<file path="src/sv/zvn_pkg.sv">
// ----------------------------------------------------------------------------
// zvn_pkg
// Shared types and constants for the z-score vector normalizer.
// ----------------------------------------------------------------------------
package zvn_pkg;

    localparam int SAMPLE_WIDTH = 16;
    localparam int OUT_WIDTH    = 16;
    localparam int FRAC_BITS    = 10;
    localparam int Q_BITS       = 14;
    localparam int QB_W         = 4;

    typedef struct packed {
        logic signed [SAMPLE_WIDTH-1:0] sample;
        logic                           is_last;
    } t_in_item;

    typedef struct packed {
        logic signed [OUT_WIDTH-1:0] normalized;
        logic                        last_out;
        logic                        dropped;
    } t_out_item;

    typedef enum logic [3:0] {
        S_LOAD,
        S_SQ_RD,
        S_SQ_D,
        S_SQ_MUL,
        S_SQ_ACC,
        S_Z_RD,
        S_Z_D,
        S_Z_MUL,
        S_Z_R,
        S_Z_INIT,
        S_Z_CAND,
        S_Z_CMP,
        S_Z_FIN,
        S_Z_OUT
    } t_state;

    typedef struct packed {
        logic load;
        logic start;
        logic calc_d;
        logic calc_sq;
        logic acc_d2;
        logic calc_r;
        logic z_init;
        logic z_cand;
        logic z_cmp;
        logic z_fin;
        logic idx_clr;
        logic idx_inc;
        logic clr_vec;
    } t_cmd;

    typedef struct packed {
        logic last_elem;
        logic bit_done;
    } t_stat;

endpackage

</file>
<file path="src/sv/zvn_ctrl.sv">
// ----------------------------------------------------------------------------
// zvn_ctrl
// Sequencer: load, squared-deviation pass, per-element z-score iteration.
// ----------------------------------------------------------------------------
module zvn_ctrl
    import zvn_pkg::*;
(
    input  logic  i_clk,
    input  logic  i_rst_n,
    input  logic  i_in_valid,
    input  logic  i_in_last,
    input  logic  i_out_ready,
    input  t_stat i_stat,
    output t_cmd  o_cmd,
    output logic  o_in_ready,
    output logic  o_out_valid
);

    t_state r_state;
    t_state n_state;

    always_ff @(posedge i_clk) begin
        if (!i_rst_n) begin
            r_state <= S_LOAD;
        end else begin
            r_state <= n_state;
        end
    end

    always_comb begin
        n_state = r_state;
        case (r_state)
            S_LOAD:   if (i_in_valid && i_in_last) n_state = S_SQ_RD;
            S_SQ_RD:  n_state = S_SQ_D;
            S_SQ_D:   n_state = S_SQ_MUL;
            S_SQ_MUL: n_state = S_SQ_ACC;
            S_SQ_ACC: n_state = i_stat.last_elem ? S_Z_RD : S_SQ_RD;
            S_Z_RD:   n_state = S_Z_D;
            S_Z_D:    n_state = S_Z_MUL;
            S_Z_MUL:  n_state = S_Z_R;
            S_Z_R:    n_state = S_Z_INIT;
            S_Z_INIT: n_state = S_Z_CAND;
            S_Z_CAND: n_state = S_Z_CMP;
            S_Z_CMP:  n_state = i_stat.bit_done ? S_Z_FIN : S_Z_CAND;
            S_Z_FIN:  n_state = S_Z_OUT;
            S_Z_OUT: begin
                if (i_out_ready) begin
                    n_state = i_stat.last_elem ? S_LOAD : S_Z_RD;
                end
            end
            default:  n_state = S_LOAD;
        endcase
    end

    always_comb begin
        o_cmd       = '0;
        o_in_ready  = 1'b0;
        o_out_valid = 1'b0;
        case (r_state)
            S_LOAD: begin
                o_in_ready    = 1'b1;
                o_cmd.load    = i_in_valid;
                o_cmd.start   = i_in_valid && i_in_last;
                o_cmd.idx_clr = i_in_valid && i_in_last;
            end
            S_SQ_D:   o_cmd.calc_d  = 1'b1;
            S_SQ_MUL: o_cmd.calc_sq = 1'b1;
            S_SQ_ACC: begin
                o_cmd.acc_d2  = 1'b1;
                o_cmd.idx_clr = i_stat.last_elem;
                o_cmd.idx_inc = !i_stat.last_elem;
            end
            S_Z_D:    o_cmd.calc_d  = 1'b1;
            S_Z_MUL:  o_cmd.calc_sq = 1'b1;
            S_Z_R:    o_cmd.calc_r  = 1'b1;
            S_Z_INIT: o_cmd.z_init  = 1'b1;
            S_Z_CAND: o_cmd.z_cand  = 1'b1;
            S_Z_CMP:  o_cmd.z_cmp   = 1'b1;
            S_Z_FIN:  o_cmd.z_fin   = 1'b1;
            S_Z_OUT: begin
                o_out_valid   = 1'b1;
                o_cmd.clr_vec = i_out_ready && i_stat.last_elem;
                o_cmd.idx_inc = i_out_ready && !i_stat.last_elem;
            end
            default: o_cmd = '0;
        endcase
    end

endmodule

</file>
<file path="config.mk">
export PLATFORM = sky130hd
export DESIGN_NAME = zvn_ctrl
export DESIGN_NICKNAME = d
export VERILOG_FILES = /design/src/sv/zvn_pkg.sv /design/src/sv/zvn_ctrl.sv
export SDC_FILE = /design/constraint.sdc
export NUM_CORES = 1
export LEC_CHECK = 0
export BUFFER_PORTS_ARGS = -buffer_cell sky130_fd_sc_hd__buf_4
export CAP_MARGIN = 20
export CORE_AREA = 2 2 39 41
export CTS_BUF_LIST = sky130_fd_sc_hd__clkbuf_8
export CTS_CLUSTER_SIZE = 12
export DETAILED_ROUTE_END_ITERATION = 8
export DIE_AREA = 0 0 41 43
export PLACE_DENSITY = 0.64
export SLEW_MARGIN = 20
export SYNTH_ARGS = -nofsm -noshare
export SYNTH_HDL_FRONTEND = slang
export SYNTH_SLANG_ARGS = --single-unit
</file>
<file path="constraint.sdc">
create_clock -name i_clk -period 1.5 [get_ports i_clk]
set_input_delay 0.225 -clock i_clk [delete_from_list [all_inputs] [get_ports i_clk]]
set_output_delay 0.225 -clock i_clk [all_outputs]
set_load 0.005 [all_outputs]
</file>
; ---- After elaboration in Yosys (flattened, before gate mapping)
; Index checks and enable logic that the tools add are counted.
[classes]
n_reduce_logical = 8
eq_ne = 15
n_mux = 20
[ops]
columns = op, n
row1 = 4-bit case mux with 14 select lines, 1
row2 = 4-bit equality test (second input constant), 6
row3 = 4-bit by 3-bit equality test with 1-bit output (second input constant), 4
row4 = 1-bit 2-to-1 mux, 11
row5 = 3-bit 2-to-1 mux, 3
row6 = 4-bit by 2-bit equality test with 1-bit output (second input constant), 2
row7 = 4-bit 2-to-1 mux, 2
row8 = 4-bit by 1-bit equality test with 1-bit output (second input constant), 1
row9 = 4-bit zero test, 1
row10 = 2-bit != test (second input constant), 2
row11 = 1-bit case mux with 2 select lines, 2
row12 = 2-bit OR reduction, 2
row13 = 1-bit logical AND, 3
row14 = 2-bit 2-to-1 mux, 1
row15 = 2-bit AND reduction, 1
row16 = 1-bit zero test, 1
[word_totals]
out_inout_bits = 15
reg_bits = 4

; ---- Longest topological paths before layout
[depth]
word_depth = 3
ltp_mapped = 5
mapped_depth_nobuf = 3

; ---- Least setup slack after synthesis
; No wires, ideal clock.
[synth_timing]
path_type = reg2out
start = reg r_state[0]
end = out o_cmd[1] (netlist name)
path_stages_with_launch = 6
path_slack_ns = 0.228
arrival_ns = 1.047
t_required_ns = 1.275
cell_sequence = dfxtp_1 > buf_2 > buf_2 > nand3_1 > o21ai_1 > nor4b_1
[synth_lines]
columns = element, line
row1 = start: declaration, zvn_ctrl.sv:19  ; t_state r_state;
row2 = start signal: assignment, zvn_ctrl.sv:26  ; r_state <= n_state;
row3 = end: declaration, zvn_ctrl.sv:14  ; output t_cmd o_cmd,

==> impl_metrics.xml <==
<?xml version="1.0" encoding="UTF-8"?>
<metrics>
  <group name="outcome">
    <metric name="status" unit="">finished, final reports clean</metric>
  </group>
  <group name="floorplanning">
    <metric name="starting_density" unit="%">29.6</metric>
    <metric name="die_width" unit="µm">41</metric>
    <metric name="overall_die_area" unit="µm²">1760</metric>
    <metric name="floorplan.io_pins" unit="">22</metric>
    <metric name="core.rowCount" unit="">14</metric>
    <metric name="design.core.area" unit="µm²">1380</metric>
    <metric name="dieHeight" unit="µm">43</metric>
  </group>
  <group name="finish">
    <metric name="finish.instance_area" unit="µm²">711</metric>
    <metric name="design.final.nets" unit="">99</metric>
    <metric name="ant_diodes" unit="">0</metric>
    <metric name="final.fill_count" unit="">154</metric>
    <metric name="multi_input_comb_area" unit="µm²">302</metric>
    <metric name="biggestRegsByFlops" unit="">r_state x4</metric>
    <metric name="drive_above_1_share" unit="%">48.9</metric>
    <metric name="stdcell_count" unit="">106</metric>
    <metric name="seq_area" unit="µm²">92.6</metric>
    <metric name="regMostFlops" unit="">r_state</metric>
    <metric name="layout-area-overhead-vs-synth" unit="%">73.7</metric>
    <metric name="postLayoutCoreUtil" unit="%">51.4</metric>
    <metric name="largest_register_ffs" unit="">4</metric>
  </group>
  <group name="route">
    <metric name="wl_per_cell" unit="µm">12.7</metric>
    <metric name="ant_nets" unit="">0</metric>
    <metric name="postRouteWirelength" unit="µm">1350</metric>
    <metric name="drt_first_iter_violations" unit="">11</metric>
    <metric name="detail_route.drc_violations" unit="">0</metric>
    <metric name="routed-via-count" unit="">546</metric>
    <metric name="drtPass1Iterations" unit="">4</metric>
    <metric name="detail_route.vias_per_cell" unit="">5.15</metric>
  </group>
  <group name="synthesis">
    <metric name="post_synth.cell_area_avg" unit="µm²">6.82</metric>
    <metric name="synth.top_cell.area_share" unit="%">19.6</metric>
    <metric name="postSynth.asyncResetShare" unit="%">0</metric>
    <metric name="dominantRegCellSynth" unit="">sky130_fd_sc_hd__dfxtp_1</metric>
    <metric name="synth_enable_flop_cells" unit="">0</metric>
    <metric name="netlist_top_cells_count" unit="">10 x sky130_fd_sc_hd__nand2_1, 6 x sky130_fd_sc_hd__nor2_1, 4 x sky130_fd_sc_hd__buf_2, 4 x sky130_fd_sc_hd__dfxtp_1, 4 x sky130_fd_sc_hd__nor3_1</metric>
    <metric name="yosysSeqAreaShare" unit="%">19.6</metric>
    <metric name="post_synth_instance_area" unit="µm²">409</metric>
    <metric name="synth.top_cells.by_area" unit="">sky130_fd_sc_hd__dfxtp_1 20%, sky130_fd_sc_hd__nand2_1 9.2%, sky130_fd_sc_hd__nor2_1 5.5%</metric>
    <metric name="synth_cell_type_count" unit="">28</metric>
    <metric name="synthMostInstantiatedCell" unit="">sky130_fd_sc_hd__nand2_1</metric>
    <metric name="syn_warnings" unit="">0</metric>
    <metric name="synth_nets" unit="">67</metric>
    <metric name="synthDominantAreaCellType" unit="">sky130_fd_sc_hd__dfxtp_1</metric>
    <metric name="number_of_flip_flops_and_latches_in_the_synthesized_netlist" unit="">4</metric>
    <metric name="syn-instance-count" unit="">60</metric>
  </group>
  <group name="power_and_ir_drop">
    <metric name="power.density_cell_area" unit="nW/µm²">814</metric>
    <metric name="fin_total_pwr" unit="µW">578</metric>
    <metric name="total_leakage_power" unit="µW">0.000333</metric>
    <metric name="vdd_drop_max" unit="V">0.000294</metric>
  </group>
  <group name="sta">
    <metric name="report.final.hold_viol_count" unit="">0</metric>
    <metric name="finalSetupViolCount" unit="">0</metric>
    <metric name="rsz_0062_raised_after_global_routing" unit="">yes</metric>
    <metric name="relSlewSlack" unit="%">78.8</metric>
    <metric name="hold-worst-slack" unit="ps">289</metric>
    <metric name="slew_violations" unit="">0</metric>
    <metric name="min_period" unit="ps">1440</metric>
    <metric name="final_min_period_over_clock_period" unit="%">96.3</metric>
    <metric name="timing.clock.skew" unit="ps">1.57</metric>
    <metric name="worst-slew-pin-transition" unit="ps">318</metric>
    <metric name="max_freq" unit="MHz">692</metric>
  </group>
  <group name="global_routing">
    <metric name="gr-usage-all-layers" unit="%">16.4</metric>
    <metric name="grt_start_max_net_pins" unit="">19</metric>
    <metric name="number_of_antenna_violations_at_the_first_check_in_global_routing" unit="">0</metric>
    <metric name="grt_first_pass_wirelength" unit="µm">1940</metric>
    <metric name="first_global_vias" unit="">467</metric>
    <metric name="grt.overflow.total" unit="">0</metric>
  </group>
  <group name="cts">
    <metric name="clock_sinks" unit="">4</metric>
    <metric name="tritoncts" unit="">built</metric>
    <metric name="cts_buffers" unit="">3</metric>
    <metric name="clk_root_buffer_cell" unit="">sky130_fd_sc_hd__clkbuf_8</metric>
    <metric name="cts.reportedPaths.clkPinSlew" unit="ps">30</metric>
    <metric name="postCtsHoldBufs" unit="">0</metric>
    <metric name="htree_num_levels" unit="">1</metric>
    <metric name="clkLatencyLatePin" unit="ps">220</metric>
    <metric name="clock_tree.buffer_depth" unit="">2</metric>
  </group>
  <group name="placed_design">
    <metric name="placed_cells_incl_taps" unit="">94</metric>
    <metric name="post_dp_cell_area" unit="µm²">574</metric>
    <metric name="buffer_ports.inserted" unit="">21</metric>
    <metric name="gp_congestion" unit="">0.752</metric>
    <metric name="hpwlAfterDp" unit="µm">904</metric>
  </group>
  <group name="flow_run">
    <metric name="number_of_maximum_capacitance_constraint_violations" unit="">0</metric>
  </group>
  <group name="setup_path">
    <metric name="timing.reg2reg.setup_slack" unit="ps">80</metric>
    <metric name="cpMaxStageDelayCell" unit="">sky130_fd_sc_hd__dfxtp_4</metric>
    <metric name="path_class" unit="">reg -&gt; out</metric>
    <metric name="reg2reg_depth" unit="">4</metric>
    <metric name="crit_path_max_incr_delay" unit="ps">370</metric>
    <metric name="end_kind" unit="">output pin</metric>
    <metric name="worst_reg2reg_path_startpoint" unit="">r_state[1]</metric>
    <metric name="timing.critical_path.arrival" unit="ps">1220</metric>
    <metric name="crit_buf_inv" unit="">1</metric>
    <metric name="timing.critical_path.required" unit="ps">1270</metric>
    <metric name="critical_path.top_delay_family" unit="">simple AND/OR/NAND/NOR gates</metric>
    <metric name="critical_path.cell_chain" unit="">nor4_4, and3_1, buf_4</metric>
    <metric name="worst-path-max-fanout" unit="">9</metric>
    <metric name="worst_r2r_endpoint" unit="">r_state[2]</metric>
    <metric name="critical_path.startpoint_type" unit="">flip-flop</metric>
  </group>
  <group name="worst_hold_path">
    <metric name="hold_path_depth" unit="">2</metric>
    <metric name="holdCritStartpoint" unit="">i_rst_n</metric>
    <metric name="worst_hold_class" unit="">in -&gt; reg</metric>
    <metric name="hold-path-endpoint" unit="">r_state[3]</metric>
  </group>
</metrics>
where the power goes:
group | leakage [µW] | internal [µW] | switching [µW]
Sequential | 0.0000353 | 116 | 24.4
Clock | 0.0000216 | 171 | 59.8
Combinational | 0.000276 | 126 | 79.9
area by class of cell:
cell class | count | area share, %
clock buffers | 3 | 5.81
inverters | 2 | 1.06
multi-input cells | 48 | 42.4
repair buffers | 33 | 34.9
well taps | 16 | 2.82
flip-flops and latches | 4 | 13.0
cells by family (layout without fill, tap and decap cells):
group                  count (synthesis)  in the layout  synth area share (%)
DFF                                    4              4                  19.6
buffers and inverters                  8             38                  10.4
and+or+nand+nor                       35             35                  45.0
AOI/OAI and AO/OA                     13             13                  25.1
worst max path at each step:
stage                     from         end  slack (ps)  cells after the start
floorplan           r_state[0]    o_cmd[1]         230                      5
global placement    r_state[1]  r_state[2]         130                      3
detailed placement  r_state[1]  r_state[2]          70                      3
CTS                 r_state[1]   o_cmd[11]          20                      3
global route        r_state[3]   o_cmd[11]          -9                      4
finish              r_state[0]   o_cmd[11]          60                      3
layer usage:
| metal | part of all wire, % | track usage (%) |
|---|---|---|
| met4 | 1.2 | 8.00 |
| met5 | 0 | 0 |
| met3 | 5.8 | 3.14 |
| met1 | 45 | 21.4 |
| met2 | 48 | 24.7 |
per-stage QoR:
step | worst slack (ps) | TNS, ps
floorplan | 228 | 0
global placement | 130 | 0
detailed placement | 69.5 | 0
CTS | 18.3 | 0
global route | -9.01 | -9.01
finish | 55.5 | 0
placed cells by master, fill, tap and decap left out, types with 3 or more instances in the layout:
master and count:
sky130_fd_sc_hd__and2_1 3, sky130_fd_sc_hd__nor2_1 6, sky130_fd_sc_hd__nand2_1 10, sky130_fd_sc_hd__buf_4 33, sky130_fd_sc_hd__a21oi_1 3, sky130_fd_sc_hd__nor3_1 4
sky130_fd_sc_hd__nand3_1 3, sky130_fd_sc_hd__clkbuf_8 3, sky130_fd_sc_hd__dfxtp_4 3
repair_timing:
action                                  4_1_cts  5_1_grt
gates resized for setup                       6        3
endpoints found under the setup margin       11        3
buffers inserted                              0        9
(Power assumes the default switching activity.)
